--- config.mk ---
export PLATFORM = sky130hd
export DESIGN_NAME = timer_scaler_search_top
export DESIGN_NICKNAME = d
export VERILOG_FILES = /design/src/design/tss_pkg.sv /design/src/design/tss_div.sv /design/src/design/tss_datapath.sv /design/src/design/tss_ctrl.sv /design/src/design/timer_scaler_search_top.sv
export SDC_FILE = /design/constraint.sdc
export NUM_CORES = 1
export LEC_CHECK = 0
export BUFFER_PORTS_ARGS = -buffer_cell sky130_fd_sc_hd__buf_4
export CAP_MARGIN = 20
export CORE_MARGIN = 5
export CORE_UTILIZATION = 40
export CTS_BUF_LIST = sky130_fd_sc_hd__clkbuf_8 sky130_fd_sc_hd__clkbuf_16
export CTS_CLUSTER_DIAMETER = 120
export DETAILED_ROUTE_END_ITERATION = 10
export PLACE_DENSITY = 0.52
export SKIP_CTS_REPAIR_TIMING = 1
export SYNTH_ARGS = -nofsm -noshare
export SYNTH_HDL_FRONTEND = slang
export SYNTH_SLANG_ARGS = --single-unit
--- constraint.sdc ---
create_clock -name i_clk -period 12.95 [get_ports i_clk]
set_input_delay 0.6475 -clock i_clk [delete_from_list [all_inputs] [get_ports i_clk]]
set_output_delay 0.6475 -clock i_clk [all_outputs]
set_load 0.01 [all_outputs]
--- src/design/tss_pkg.sv ---
package tss_pkg;

    // field widths
    localparam int TARGET_W = 32;
    localparam int TIME_W   = 24;
    localparam int PRE_W    = 3;
    localparam int CODE_W   = 8;

    // internal widths
    localparam int NUM_W    = 20;   // dividend: ticks
    localparam int DEN_W    = 5;    // divisor: postscale up to 16
    localparam int TICKS_W  = 20;   // ticks <= 522240
    localparam int TICKA_W  = 26;   // 4*target+62 <= 65280062
    localparam int RECIP_W  = 27;
    localparam int TPROD_W  = TICKA_W + RECIP_W;
    localparam int RECIP_SH = 33;
    localparam int STEP_W   = 5;
    localparam int POST_W   = 5;    // postscale 1..16
    localparam int NQ_W     = 12;   // period*postscale <= 4080
    localparam int PROD_W   = 19;   // 125*period*postscale
    localparam int SCALE_W  = 26;   // product shifted by prescale

    // constants of the timer
    localparam logic [TARGET_W-1:0] TARGET_LIMIT_NS = 32'd16320000;
    // (target*100+1562)/3125 equals (4*target+62)/125
    localparam logic [5:0]          TICK_RND4    = 6'd62;
    localparam logic [RECIP_W-1:0]  RECIP_125    = 27'd68719477;  // ceil(2^33/125)
    localparam logic [6:0]          TICK_PER_4   = 7'd125;   // 3125/100 = 125/4
    localparam logic [CODE_W-1:0]   MAX_PERIOD   = 8'd255;
    localparam logic [POST_W-1:0]   MAX_POST     = 5'd16;
    localparam logic [PRE_W-1:0]    MAX_PRE      = 3'd7;
    localparam logic [STEP_W-1:0]   REM_STEPS    = 5'd20;

    // controller to datapath
    typedef struct packed {
        logic              load;       // capture target, clear best
        logic              div_start;
        logic              ld_ticks;
        logic              ld_rem;
        logic              cand_a;     // period and period*postscale
        logic              cand_b;     // scaled time
        logic              cand_c;     // error compare and update
        logic [POST_W-1:0] post;
        logic [PRE_W-1:0]  pre;
    } t_cmd;

    // datapath to controller
    typedef struct packed {
        logic div_done;
        logic over;
    } t_sts;

endpackage

--- src/design/tss_div.sv ---
module tss_div (
    input  logic                       i_clk,
    input  logic                       i_rst_n,
    input  logic                       i_start,
    input  logic [tss_pkg::NUM_W-1:0]  i_num,
    input  logic [tss_pkg::DEN_W-1:0]  i_den,
    input  logic [tss_pkg::STEP_W-1:0] i_steps,
    output logic [tss_pkg::TICKS_W-1:0] o_quo,
    output logic                       o_done
);

    logic [tss_pkg::NUM_W-1:0]  r_num;
    logic [tss_pkg::DEN_W-1:0]  r_den;
    logic [tss_pkg::DEN_W-1:0]  r_rem;
    logic [tss_pkg::STEP_W-1:0] r_cnt;
    logic                       r_busy;
    logic                       r_done;
    logic [tss_pkg::DEN_W:0]    shifted;
    logic                       fits;

    // restoring division, one quotient bit per cycle, msb first
    always_comb begin
        shifted = {r_rem, r_num[tss_pkg::NUM_W-1]};
        fits    = shifted >= {1'b0, r_den};
    end

    always_ff @(posedge i_clk) begin
        if (!i_rst_n) begin
            r_busy <= 1'b0;
            r_done <= 1'b0;
            r_cnt  <= '0;
        end else begin
            r_done <= 1'b0;
            if (i_start) begin
                r_busy <= 1'b1;
                r_cnt  <= i_steps;
            end else if (r_busy) begin
                r_cnt <= r_cnt - 1'b1;
                if (r_cnt == 1'b1) begin
                    r_busy <= 1'b0;
                    r_done <= 1'b1;
                end
            end
        end
    end

    always_ff @(posedge i_clk) begin
        if (i_start) begin
            r_num <= i_num;
            r_den <= i_den;
            r_rem <= '0;
        end else if (r_busy) begin
            r_num <= {r_num[tss_pkg::NUM_W-2:0], fits};
            if (fits) begin
                r_rem <= tss_pkg::DEN_W'(shifted - {1'b0, r_den});
            end else begin
                r_rem <= shifted[tss_pkg::DEN_W-1:0];
            end
        end
    end

    assign o_quo  = r_num[tss_pkg::TICKS_W-1:0];
    assign o_done = r_done;

endmodule

--- src/design/tss_datapath.sv ---
module tss_datapath (
    input  logic                         i_clk,
    input  logic                         i_rst_n,
    input  tss_pkg::t_cmd                i_cmd,
    output tss_pkg::t_sts                o_sts,
    input  logic [tss_pkg::TARGET_W-1:0] i_target_ns,
    output logic [tss_pkg::TIME_W-1:0]   o_achieved_ns,
    output logic [tss_pkg::PRE_W-1:0]    o_prescale_code,
    output logic [tss_pkg::CODE_W-1:0]   o_postscale_code,
    output logic [tss_pkg::CODE_W-1:0]   o_period_code,
    output logic                         o_found
);

    logic [tss_pkg::TIME_W-1:0]   r_target;
    logic                         r_over;
    logic [tss_pkg::TICKS_W-1:0]  r_ticks;
    logic [tss_pkg::TICKS_W-1:0]  r_rem;
    logic [tss_pkg::CODE_W-1:0]   r_per;
    logic                         r_ok_a;
    logic                         r_ok_b;
    logic [tss_pkg::NQ_W-1:0]     r_nq;
    logic [tss_pkg::TIME_W-1:0]   r_t;
    logic [tss_pkg::CODE_W-1:0]   r_per_b;
    logic [tss_pkg::TIME_W-1:0]   r_best_t;
    logic [tss_pkg::TIME_W-1:0]   r_best_err;
    logic [tss_pkg::PRE_W-1:0]    r_best_p;
    logic [tss_pkg::POST_W-1:0]   r_best_q;
    logic [tss_pkg::CODE_W-1:0]   r_best_n;

    logic [tss_pkg::TICKA_W-1:0]  tick_a;
    logic [tss_pkg::TPROD_W-1:0]  tick_prod;
    logic [tss_pkg::TICKS_W-1:0]  tick_cnt;
    logic [tss_pkg::NUM_W-1:0]    div_num;
    logic [tss_pkg::DEN_W-1:0]    div_den;
    logic [tss_pkg::STEP_W-1:0]   div_steps;
    logic [tss_pkg::TICKS_W-1:0]  div_quo;
    logic                         div_done;
    logic [tss_pkg::TICKS_W-1:0]  shr;
    logic [tss_pkg::TICKS_W:0]    rnd;
    logic [tss_pkg::TICKS_W-1:0]  per;
    logic                         per_ok;
    logic [tss_pkg::PROD_W-1:0]   prod;
    logic [tss_pkg::SCALE_W-1:0]  scaled;
    logic [tss_pkg::TIME_W-1:0]   err;

    // target to ticks by reciprocal multiply, exact for every in-range target
    always_comb begin
        tick_a    = {r_target, 2'b00} + tss_pkg::TICKA_W'(tss_pkg::TICK_RND4);
        tick_prod = tss_pkg::TPROD_W'(tick_a) * tss_pkg::TPROD_W'(tss_pkg::RECIP_125);
        tick_cnt  = tick_prod[tss_pkg::RECIP_SH +: tss_pkg::TICKS_W];
    end

    // divider operands: ticks by postscale
    assign div_num   = tss_pkg::NUM_W'(r_ticks);
    assign div_den   = tss_pkg::DEN_W'(i_cmd.post);
    assign div_steps = tss_pkg::REM_STEPS;

    tss_div u_div (
        .i_clk   (i_clk),
        .i_rst_n (i_rst_n),
        .i_start (i_cmd.div_start),
        .i_num   (div_num),
        .i_den   (div_den),
        .i_steps (div_steps),
        .o_quo   (div_quo),
        .o_done  (div_done)
    );

    // period for this prescale, rounded half up when shifted
    always_comb begin
        shr    = r_rem >> (i_cmd.pre - 1'b1);
        rnd    = ({1'b0, shr} + 1'b1) >> 1;
        per    = (i_cmd.pre == '0) ? r_rem : rnd[tss_pkg::TICKS_W-1:0];
        per_ok = (per >= 1) && (per <= tss_pkg::TICKS_W'(tss_pkg::MAX_PERIOD))
              && ((per > 1) || (i_cmd.pre != '0));
        prod   = tss_pkg::PROD_W'(r_nq) * tss_pkg::PROD_W'(tss_pkg::TICK_PER_4);
        scaled = tss_pkg::SCALE_W'(prod) << i_cmd.pre;
        err    = (r_t >= r_target) ? (r_t - r_target) : (r_target - r_t);
    end

    always_ff @(posedge i_clk) begin
        if (i_cmd.load) begin
            r_target   <= i_target_ns[tss_pkg::TIME_W-1:0];
            r_over     <= i_target_ns > tss_pkg::TARGET_LIMIT_NS;
            r_best_err <= i_target_ns[tss_pkg::TIME_W-1:0];
            r_best_t   <= '0;
            r_best_p   <= '0;
            r_best_q   <= '0;
            r_best_n   <= '0;
        end
        if (i_cmd.ld_ticks) begin
            r_ticks <= tick_cnt;
        end
        if (i_cmd.ld_rem) begin
            r_rem <= div_quo;
        end
        if (i_cmd.cand_a) begin
            r_per  <= per[tss_pkg::CODE_W-1:0];
            r_ok_a <= per_ok;
            r_nq   <= tss_pkg::NQ_W'(per[tss_pkg::CODE_W-1:0])
                    * tss_pkg::NQ_W'(i_cmd.post);
        end
        if (i_cmd.cand_b) begin
            r_t     <= scaled[tss_pkg::SCALE_W-1:2];
            r_ok_b  <= r_ok_a;
            r_per_b <= r_per;
        end
        if (i_cmd.cand_c && r_ok_b && (err < r_best_err)) begin
            r_best_err <= err;
            r_best_t   <= r_t;
            r_best_p   <= i_cmd.pre;
            r_best_q   <= i_cmd.post;
            r_best_n   <= r_per_b;
        end
    end

    assign o_sts.div_done = div_done;
    assign o_sts.over     = r_over;

    // no candidate: postscale and period codes wrap to all ones
    assign o_achieved_ns    = r_best_t;
    assign o_found          = r_best_t != '0;
    assign o_prescale_code  = r_over ? '0 : r_best_p;
    assign o_postscale_code = r_over ? '0 : tss_pkg::CODE_W'(r_best_q) - 1'b1;
    assign o_period_code    = r_over ? '0 : r_best_n - 1'b1;

endmodule

--- src/design/tss_ctrl.sv ---
module tss_ctrl (
    input  logic          i_clk,
    input  logic          i_rst_n,
    input  logic          i_start,
    input  tss_pkg::t_sts i_sts,
    output tss_pkg::t_cmd o_cmd,
    output logic          o_busy,
    output logic          o_valid
);

    typedef enum logic [3:0] {
        S_IDLE,
        S_CHK,
        S_QDIV,
        S_QWAIT,
        S_CA,
        S_CB,
        S_CC,
        S_DONE
    } t_state;

    t_state                      r_state;
    logic [tss_pkg::POST_W-1:0]  r_q;
    logic [tss_pkg::PRE_W-1:0]   r_p;

    always_ff @(posedge i_clk) begin
        if (!i_rst_n) begin
            r_state <= S_IDLE;
            r_q     <= '0;
            r_p     <= '0;
        end else begin
            case (r_state)
                S_IDLE: begin
                    if (i_start) begin
                        r_state <= S_CHK;
                    end
                end
                S_CHK: begin
                    r_q <= tss_pkg::MAX_POST;
                    if (i_sts.over) begin
                        r_state <= S_DONE;
                    end else begin
                        r_state <= S_QDIV;
                    end
                end
                S_QDIV: begin
                    r_state <= S_QWAIT;
                end
                S_QWAIT: begin
                    if (i_sts.div_done) begin
                        r_p     <= tss_pkg::MAX_PRE;
                        r_state <= S_CA;
                    end
                end
                S_CA: begin
                    r_state <= S_CB;
                end
                S_CB: begin
                    r_state <= S_CC;
                end
                S_CC: begin
                    if (r_p != '0) begin
                        r_p     <= r_p - 1'b1;
                        r_state <= S_CA;
                    end else if (r_q == 1'b1) begin
                        r_state <= S_DONE;
                    end else begin
                        r_q     <= r_q - 1'b1;
                        r_state <= S_QDIV;
                    end
                end
                S_DONE: begin
                    r_state <= S_IDLE;
                end
                default: begin
                    r_state <= S_IDLE;
                end
            endcase
        end
    end

    always_comb begin
        o_cmd           = '0;
        o_cmd.post      = r_q;
        o_cmd.pre       = r_p;
        o_cmd.load      = (r_state == S_IDLE) && i_start;
        o_cmd.div_start = r_state == S_QDIV;
        o_cmd.ld_ticks  = (r_state == S_CHK) && !i_sts.over;
        o_cmd.ld_rem    = (r_state == S_QWAIT) && i_sts.div_done;
        o_cmd.cand_a    = r_state == S_CA;
        o_cmd.cand_b    = r_state == S_CB;
        o_cmd.cand_c    = r_state == S_CC;
    end

    assign o_busy  = r_state != S_IDLE;
    assign o_valid = r_state == S_DONE;

    a_done_to_idle: assert property (@(posedge i_clk) disable iff (!i_rst_n)
        (r_state == S_DONE) |=> (r_state == S_IDLE))
        else $error("result strobe lasted more than one cycle");

    a_accept_goes_busy: assert property (@(posedge i_clk) disable iff (!i_rst_n)
        ((r_state == S_IDLE) && i_start) |=> (r_state == S_CHK))
        else $error("accepted transaction not started");

    a_post_in_range: assert property (@(posedge i_clk) disable iff (!i_rst_n)
        (r_state == S_CA) |-> ((r_q != '0) && (r_q <= tss_pkg::MAX_POST)))
        else $error("postscale out of range during evaluation");

    a_div_done_expected: assert property (@(posedge i_clk) disable iff (!i_rst_n)
        i_sts.div_done |-> (r_state == S_QWAIT))
        else $error("divider finished outside a wait state");

endmodule

--- src/design/timer_scaler_search_top.sv ---
// timer scaler search: start a transaction with a target interval in ns while busy is low;
// the block searches postscale 16..1, prescale 7..0 and the matching period for the
// setting of a 32 MHz timer closest to the target and shows the best one on the
// result ports for exactly one cycle, marked by o_valid. the receiver cannot stall,
// so o_valid must be sampled every cycle. for an in-range target busy stays high for
// the range check and the tick count by reciprocal multiply, then per postscale a
// launch state, a wait on a 20-step serial division by the postscale and 8 candidates
// each in the states S_CA, S_CB and S_CC, with the result cycle last. a target
// above 16,320,000 ns goes from the range check straight to the result cycle and
// gives all fields zero. busy stays high from acceptance through the result cycle,
// so a new transaction is taken only once the result cycle is over.
module timer_scaler_search_top (
    input  logic                         i_clk,
    input  logic                         i_rst_n,
    input  logic                         start,
    output logic                         busy,
    input  logic [tss_pkg::TARGET_W-1:0] i_target_ns,
    output logic                         o_valid,
    output logic [tss_pkg::TIME_W-1:0]   o_achieved_ns,
    output logic [tss_pkg::PRE_W-1:0]    o_prescale_code,
    output logic [tss_pkg::CODE_W-1:0]   o_postscale_code,
    output logic [tss_pkg::CODE_W-1:0]   o_period_code,
    output logic                         o_found
);

    // command and status between sequencer and datapath
    tss_pkg::t_cmd cmd;
    tss_pkg::t_sts sts;

    // sequencer: walks postscale and prescale, issues divider and candidate steps
    tss_ctrl u_ctrl (
        .i_clk   (i_clk),
        .i_rst_n (i_rst_n),
        .i_start (start),
        .i_sts   (sts),
        .o_cmd   (cmd),
        .o_busy  (busy),
        .o_valid (o_valid)
    );

    // datapath: tick multiply, serial divider, candidate pipeline and best-so-far registers
    tss_datapath u_dp (
        .i_clk            (i_clk),
        .i_rst_n          (i_rst_n),
        .i_cmd            (cmd),
        .o_sts            (sts),
        .i_target_ns      (i_target_ns),
        .o_achieved_ns    (o_achieved_ns),
        .o_prescale_code  (o_prescale_code),
        .o_postscale_code (o_postscale_code),
        .o_period_code    (o_period_code),
        .o_found          (o_found)
    );

endmodule

==> out/summary.txt, run 1 <==
status: complete, no violations
initial antenna violation count: 2
Reg-to-Reg Start: u_dp.r_target[0]
largest net degree at the start of global routing: 69
CTS Buffer Depth: 3
area share of the largest cell type after synthesis: 0.229
Vias: 19357
CP dominant cell by count: fa_1
Initial DRT Pass Iterations: 8
Inst Count DP: 3648
Setup crit start: u_dp.r_target[0]
Synthesized Nets: 3443
mean post-synth cell area: 9.94 µm²
clk_skew: 0.0450 ns
final setup fails: 0
Area Growth Syn to Fin: 9.27%
row cnt: 95
RSZ-0062 raised after global routing: false
Final min period: 9.32 ns
H-tree Lvls: 1
CTS tree: yes
Core Area: 67400 µm²
register-to-register setup slack: 3.63 ns
Hold Path Class: in2reg
CP max-delay cell: xnor2_1
vias in the first global route: 20142
antenna cells: 0
Synth Cell Area: 27300 µm²
layout cell share with drive strength beyond 1: 0.0837
Synth area leader: edfxtp_1
worst path arrival time: 9.65 ns
post-synthesis sequential area ratio: 0.246
total CTS buffers: 28
ys flop type: edfxtp_1
Ys Warns: 0
final non-filler cell total: 3703
Slew Limit Fails: 0
Worst slew margin: 0.303
first-pass GRT wire length: 116000 µm
HP Start: i_target_ns[0]
Synth Register Bits: 231
Final ANT Viol Nets: 0
Unique masters post-synth: 94
DPL Wire Length: 60100 µm
Total Routed Length: 72100 µm
Final nets: 3509
violation count after the first detailed-route iteration: 1336
total global-route track usage: 0.197
top post-synthesis cells by count: inv_1, ha_1, fa_1
Startpoint Class: flop
setup tns final: 0 ns
clk_lat worst skew: 0.59 ns
gp weighted congestion: 0.918
Crit Path Class: reg2reg
crit end category: flop
Post-Synthesis Cells: 2743
port bufs: 80
die height: 271 µm
Root Buffer: clkbuf_16
number of max-cap violations: 0
drt drc: 0
Fill cells: 6547
EDFF count, synth: 208
Die Area: 73500 µm²
clock-pin slew on the worst setup and hold paths: 0.06 ns
Fmax: 107 MHz
Tightest Pin Transition: 1.05 ns
Vias per Instance: 5.23
Worst Path Required: 13.28 ns
part of the cycle the worst path needs: 0.719
I/O Pins: 81
most area-consuming cells after synthesis: edfxtp_1, fa_1, ha_1, inv_1, nand2_1
gr ovfl total: 0
Starting Density: 0.404
hold violation total from the final report: 0
routed length per instance: 19.5 µm
CP peak stage delay: 0.82 ns
most common cell in the netlist: inv_1
clk sinks: 231
critical-path maximum fanout: 8
Die Wd: 271 µm
ys async rst share: 0
area by class of cell:
cell class	instances	area [µm²]	area share
Multi-Input combinational cell	1915	18300	0.613
Clock buffer	28	701	0.0235
Timing Repair Buffer	106	803	0.0270
Tap cell	873	1090	0.0367
Inverter	527	1980	0.0664
Clock inverter	23	234	0.00786
Sequential cell	231	6710	0.225
metrics by stage:
stage	hold WS [ns]	worst slack [ns]	area [µm²]	util
after global placement	0.406	3.51	28800	0.427
after global routing	0.271	2.84	29800	0.442
after detailed placement	0.408	3.63	28800	0.427
after CTS	0.263	3.60	29700	0.441
after floorplan	0.400	4.71	27300	-
final	0.289	3.63	29800	0.442
metal layers:
layer  track usage  vias to the layer above  part of all wire
met2         0.308                      410              0.45
met1         0.293                     9505              0.49
met3        0.0291                       80             0.046
met5             0                        -                 0
met4        0.0377                        0             0.019
li1              -                     9362                 -
critical path, delay by kind of cell (launching register included):
family,cells,cell delay (ns)
AO/OA/AOI/OAI,5,1.47
XOR/XNOR,2,0.98
adder cells (fa/ha/maj),9,4.23
buffers and inverters,5,0.54
flip-flops,1,0.57
AND/OR/NAND/NOR,6,1.28
kinds of logic after synthesis:
| group | count (synthesis) | synth area share |
|---|---|---|
| AOI/OAI and AO/OA | 421 | 0.103 |
| xor gates and xnor gates | 118 | 0.0382 |
| adders and majority gates | 665 | 0.376 |
| buffers and inverters | 597 | 0.0845 |
| DFF | 231 | 0.246 |
| muxes | 97 | 0.0410 |
| and+or+nand+nor | 614 | 0.111 |
registers in the layout, indices dropped and copies added, names as in the netlist, 12 cells and up:
register            cells
u_dp.o_achieved_ns     24
u_dp.r_best_err        24
u_dp.r_t               24
u_dp.r_target          24
u_dp.div_num           20
u_dp.r_rem             20
u_dp.u_div.o_quo       20
u_dp.r_nq              12
path summary, 6_finish.rpt:
| path | end | cells after the start |
|---|---|---|
| hold / removal | u_dp.r_target[0] | 1 |
| setup / recovery | u_dp.div_num[17] | 27 |
| hold reg to reg | u_dp.r_per_b[6] | 0 |
| setup reg to reg | u_dp.div_num[17] | 27 |
cells in the final DEF, fill, tap and decap left out, types with 19 or more instances in the layout:
| master | instances |
|---|---|
| xor2_1 | 35 |
| nand2_1 | 213 |
| nor3_1 | 36 |
| nand4_1 | 21 |
| dfxtp_1 | 22 |
| clkbuf_16 | 28 |
| o21bai_1 | 20 |
| a211oi_1 | 19 |
| nor4_1 | 23 |
| o21ai_0 | 66 |
| fa_1 | 258 |
| buf_4 | 105 |
| ha_1 | 407 |
| inv_1 | 527 |
| mux2_2 | 37 |
| a21o_1 | 55 |
| xnor2_1 | 81 |
| mux2i_1 | 51 |
| edfxtp_1 | 208 |
| nor2b_1 | 22 |
| a21oi_1 | 130 |
| and2_1 | 66 |
| nor2_1 | 113 |
| nand3_1 | 38 |
Power of run 1 is not shown: default switching activity piles up to over one toggle a cycle in this logic, so the estimate is an artifact.
==> run 2: changes to the inputs <==
--- a/config.mk
+++ b/config.mk
@@ -12,7 +12,7 @@
 export CTS_BUF_LIST = sky130_fd_sc_hd__clkbuf_8 sky130_fd_sc_hd__clkbuf_16
 export CTS_CLUSTER_DIAMETER = 120
 export DETAILED_ROUTE_END_ITERATION = 10
-export PLACE_DENSITY = 0.52
+export PLACE_DENSITY = 0.54
 export SKIP_CTS_REPAIR_TIMING = 1
 export SYNTH_ARGS = -nofsm -noshare
 export SYNTH_HDL_FRONTEND = slang
==> constraint.sdc (replaced) <==
create_clock -name i_clk -period 8.5 [get_ports i_clk]
set_input_delay 0.425 -clock i_clk [delete_from_list [all_inputs] [get_ports i_clk]]
set_output_delay 0.425 -clock i_clk [all_outputs]
set_load 0.01 [all_outputs]
==> run 2 against run 1 <==
  * Design area increased by 1.4%
  * Core utilization increased by 0.61 points
  * Routed wire length decreased by 1.7%
  * Die area unchanged
  * Maximum frequency increased by 15%
  * Worst setup slack got worse by 3.2 ns
  * Highest routed layer unchanged
  * Non-clock buffer count increased by 32
==> out/summary.txt, run 2 (same netlist as run 1, synthesis figures left out) <==
Starting Density: 0.404 (unchanged)
most frequent cells in the layout: inv_1, ha_1, fa_1, nand2_1, edfxtp_1
status: complete, no violations
Initial DRT Pass Iterations: 7 (-1)
antenna cells: 0 (unchanged)
RSZ-0062 raised after global routing: true
CP max-delay cell: fa_1
vias in the first global route: 19932 (-1.0%)
routed length per instance: 19.0 µm (-2.5%)
commonest non-fill, non-tap cell in the layout: inv_1
gp weighted congestion: 0.902 (-1.7%)
hold violation total from the final report: 0 (unchanged)
Final nets: 3541 (+0.91%)
Final ANT Viol Nets: 0 (unchanged)
Util after Layout: 0.448 (+0.00615)
crit end category: flop
clock-pin slew on the worst setup and hold paths: 0.07 ns (about the same)
initial antenna violation count: 0 (-2)
CP dominant cell by count: fa_1
Slew Limit Fails: 0 (unchanged)
I/O Pins: 81 (unchanged)
final setup fails: 0 (unchanged)
Final min period: 8.09 ns (-1.23 ns)
gr ovfl total: 0 (unchanged)
Total Routed Length: 70900 µm (-1.7%)
Core Area: 67400 µm² (unchanged)
violation count after the first detailed-route iteration: 978 (-27%)
Tightest Pin Transition: 1.02 ns (-0.0247 ns)
Root Buffer: clkbuf_16
clk_skew: 0.0211 ns (-0.0239 ns)
port bufs: 80 (unchanged)
Vias per Instance: 5.16 (-1.3%)
Startpoint Class: flop
Die Area: 73500 µm² (unchanged)
Vias: 19281 (-0.39%)
DPL Wire Length: 59700 µm (-0.68%)
part of the cycle the worst path needs: 0.951 (+0.232)
clk_lat worst skew: 0.58 ns (about the same)
CTS tree: yes
critical-path maximum fanout: 7 (-1)
Cell Area, Placed: 29100 µm² (+0.89%)
Crit Path Class: reg2reg
total global-route track usage: 0.192 (-0.00472)
drt drc: 0 (unchanged)
row cnt: 95 (unchanged)
largest net degree at the start of global routing: 51 (-26%)
CTS Buffer Depth: 3 (unchanged)
CP peak stage delay: 0.60 ns (-0.22 ns)
H-tree Lvls: 1 (unchanged)
Worst Path Required: 8.84 ns (-4.44 ns)
fin area: 30200 µm² (+1.4%)
Area Growth Syn to Fin: 10.8%
Hold Path Class: in2reg
Worst slew margin: 0.318 (+0.0148)
Fmax: 124 MHz (+15%)
worst path arrival time: 8.42 ns (-1.23 ns)
die height: 271 µm (unchanged)
number of max-cap violations: 0 (unchanged)
Die Wd: 271 µm (unchanged)
layout cell share with drive strength beyond 1: 0.0995 (+0.0158)
Reg2Reg Depth: 28 (+3.7%)
cell count of the worst hold path: 1 (unchanged)
total CTS buffers: 28 (unchanged)
clk sinks: 231 (unchanged)
first-pass GRT wire length: 114000 µm (-1.8%)
-- run 2: changes by cell type in the layout (fill, tap and decap cells not counted), sizes merged --
cell    delta
inv        -2
clkinv     +1
bufinv     +2
buf       +32
-- run 2: layout make-up --
cell class / instances / area, µm²
clock inverter: 24 / 284
clock buffer: 28 / 701
timing repair buffer: 138 / 1080
inverter: 527 / 1980
tap: 873 / 1090
multi-input combinational: 1915 / 18400
sequential: 231 / 6710
fill: 6429 / 37200
-- run 2: path summary, 6_finish.rpt --
check                    from                to  slack, ns
max          u_dp.r_target[0]  u_dp.div_num[17]       0.41
min            i_target_ns[3]  u_dp.r_target[3]       0.05
max reg2reg  u_dp.r_target[0]  u_dp.div_num[17]       0.41
min reg2reg     u_dp.r_per[4]   u_dp.r_per_b[4]       0.42
-- run 2: worst max-delay path: cells and delay by family, from the launching register on --
family                   cells  cell delay [ns]
adder cells (fa/ha/maj)      8             4.00
flip-flops                   1             0.35
XOR/XNOR                     2             0.33
AND/OR/NAND/NOR              7             1.33
buffers and inverters        6             0.58
AO/OA/AOI/OAI                5             1.24
-- run 2: through the flow --
step | TNS, ns | setup WS, ns | cells | hold WS [ns]
after floorplan | 0 | 0.258 | 2743 | 0.400
after CTS | -0.00270 | -0.00270 | 3732 | 0.0186
final | 0 | 0.415 | 3736 | 0.0508
after global routing | -0.0139 | -0.0139 | 3736 | 0.0246
after global placement | 0 | 0.197 | 3679 | 0.404
after detailed placement | 0 | 0.0427 | 3680 | 0.405
-- run 2: layer usage --
layer / global-route usage / share of wire / vias to the layer above
met5: 0 / 0 / -
met4: 0.0292 / 0.015 / 0
met3: 0.0277 / 0.047 / 66
met2: 0.310 / 0.45 / 404
met1: 0.282 / 0.49 / 9388
li1: - / - / 9423
Power of run 2 is left out for the same reason.
==> run 3: changes to the inputs <==
--- a/config.mk
+++ b/config.mk
@@ -7,12 +7,15 @@
 export LEC_CHECK = 0
 export BUFFER_PORTS_ARGS = -buffer_cell sky130_fd_sc_hd__buf_4
 export CAP_MARGIN = 20
+export CELL_PAD_IN_SITES_DETAIL_PLACEMENT = 0
+export CELL_PAD_IN_SITES_GLOBAL_PLACEMENT = 1
 export CORE_MARGIN = 5
 export CORE_UTILIZATION = 40
 export CTS_BUF_LIST = sky130_fd_sc_hd__clkbuf_8 sky130_fd_sc_hd__clkbuf_16
 export CTS_CLUSTER_DIAMETER = 120
 export DETAILED_ROUTE_END_ITERATION = 10
-export PLACE_DENSITY = 0.54
+export PLACE_DENSITY = 0.66
+export SETUP_SLACK_MARGIN = 0.1
 export SKIP_CTS_REPAIR_TIMING = 1
 export SYNTH_ARGS = -nofsm -noshare
 export SYNTH_HDL_FRONTEND = slang
==> run 3 against run 2 <==
  * Worst hold slack lost 0.0089 ns
  * Clock skew grew 0.0097 ns
  * Critical path type unchanged
  * Routed wire length shrank 1.2%
  * Register-to-register slack gained 0.08 ns
  * Worst setup slack gained 0.085 ns
  * First-iteration DRC count grew 0.20%
  * Maximum frequency grew 1.1%
  * Highest routed layer unchanged
==> out/summary.txt, run 3 (same netlist as run 1, synthesis figures left out) <==
total CTS buffers: 30 (+7.1%)
Buffers & Inverters on Critical Path: 6 (unchanged)
worst path arrival time: 8.33 ns (-0.09 ns)
Fmax: 125 MHz (+1.1%)
cell count of the worst hold path: 1 (unchanged)
layout cell share with drive strength beyond 1: 0.103 (+0.00377)
CP dominant cell by count: fa_1
CP peak stage delay: 0.56 ns (-0.04 ns)
clk sinks: 231 (unchanged)
gp weighted congestion: 0.889 (-1.5%)
number of max-cap violations: 0 (unchanged)
Vias: 19361 (+0.41%)
Total Routed Length: 70100 µm (-1.2%)
port bufs: 80 (unchanged)
Final min period: 8.00 ns (-0.0846 ns)
CTS tree: yes
Worst slew margin: 0.244 (-0.0743)
Initial DRT Pass Iterations: 5 (-2)
Area Growth Syn to Fin: 11.2%
Vias per Instance: 5.18 (+0.36%)
gr ovfl total: 0 (unchanged)
first-pass GRT wire length: 113000 µm (-0.76%)
I/O Pins: 81 (unchanged)
drt drc: 0 (unchanged)
Core Area: 67400 µm² (unchanged)
Final ANT Viol Nets: 0 (unchanged)
Slew Limit Fails: 0 (unchanged)
Fill cells: 6398 (-0.48%)
total global-route track usage: 0.191 (-0.00111)
clock-pin slew on the worst setup and hold paths: 0.06 ns (about the same)
Final nets: 3541 (unchanged)
final hold slack: 0.0419 ns (-0.00886 ns)
Die Area: 73500 µm² (unchanged)
final setup fails: 0 (unchanged)
Worst Path Required: 8.83 ns (about the same)
largest net degree at the start of global routing: 69 (+35%)
Root Buffer: clkbuf_16
clk_lat worst skew: 0.60 ns (+0.02 ns)
row cnt: 95 (unchanged)
initial antenna violation count: 4 (+4)
antenna cells: 0 (unchanged)
multi-input combinational cell area: 18400 µm² (+0.45%)
violation count after the first detailed-route iteration: 980 (+0.20%)
Startpoint Class: flop
part of the cycle the worst path needs: 0.941 (-0.00995)
hold violation total from the final report: 0 (unchanged)
CP max-delay cell: fa_1
CP delay by family, top: adder cells
commonest non-fill, non-tap cell in the layout: inv_1
crit end category: flop
DPL Wire Length: 58800 µm (-1.6%)
setup tns final: 0 ns (unchanged)
Die Wd: 271 µm (unchanged)
routed length per instance: 18.8 µm (-1.2%)
CTS Buffer Depth: 3 (unchanged)
HP Start: i_target_ns[21]
Reg2Reg Depth: 27 (-3.6%)
Reg area: 6710 µm² (unchanged)
Hold EP: u_dp.r_target[21]
Starting Density: 0.404 (unchanged)
status: complete, no violations
Crit Path Class: reg2reg
die height: 271 µm (unchanged)
register-to-register setup slack: 0.50 ns (+0.08 ns)
Hold Path Class: in2reg
vias in the first global route: 19945 (+0.065%)
RSZ-0062 raised after global routing: true
Reg-to-Reg Start: u_dp.r_target[0]
Reg2Reg Capture Point: u_dp.div_num[8]
critical-path maximum fanout: 7 (unchanged)
Util after Layout: 0.450 (+0.00156)
Tightest Pin Transition: 1.13 ns (+0.112 ns)
most frequent cells in the layout: inv_1, ha_1, fa_1, nand2_1, edfxtp_1
H-tree Lvls: 1 (unchanged)
clk_skew: 0.0308 ns (+0.00973 ns)
[run 3: worst max-delay path by stage]
stage | start | to | cells after the start
2_1_floorplan | u_dp.r_target[0] | u_dp.div_num[15] | 31
3_3_place_gp | u_dp.r_target[0] | u_dp.div_num[15] | 29
3_5_place_dp | u_dp.r_target[0] | u_dp.div_num[15] | 28
4_1_cts | u_dp.r_target[0] | u_dp.div_num[8] | 27
5_1_grt | u_dp.r_target[0] | u_dp.div_num[15] | 30
6_report | u_dp.r_target[0] | u_dp.div_num[8] | 27
[run 3: area by class of cell]
| type | instances | share of cell area |
|---|---|---|
| multi-input cells | 1915 | 0.609 |
| flip-flops and latches | 231 | 0.221 |
| inverters | 527 | 0.0653 |
| well taps | 873 | 0.0360 |
| repair buffers | 136 | 0.0337 |
| clock buffers | 30 | 0.0248 |
| clock inverters | 26 | 0.0103 |
[run 3: routing by layer]
metal  GRT usage  wire length (µm)  vias to the layer above
li1            -                 -                     9423
met1       0.279             33600                     9469
met2       0.307             31800                      393
met3      0.0250              3210                       76
met4      0.0384              1480                        0
met5           0                 0                        -
[run 3: per-stage QoR]
step | setup WS, ns | area, µm² | instances
final | 0.499 | 30300 | 3738
after global routing | 0.0762 | 30300 | 3738
after CTS | -0.114 | 30100 | 3730
after detailed placement | -0.0539 | 29000 | 3674
after global placement | 0.0525 | 29000 | 3674
after floorplan | 0.258 | 27300 | 2743
Power of run 3 is left out for the same reason.
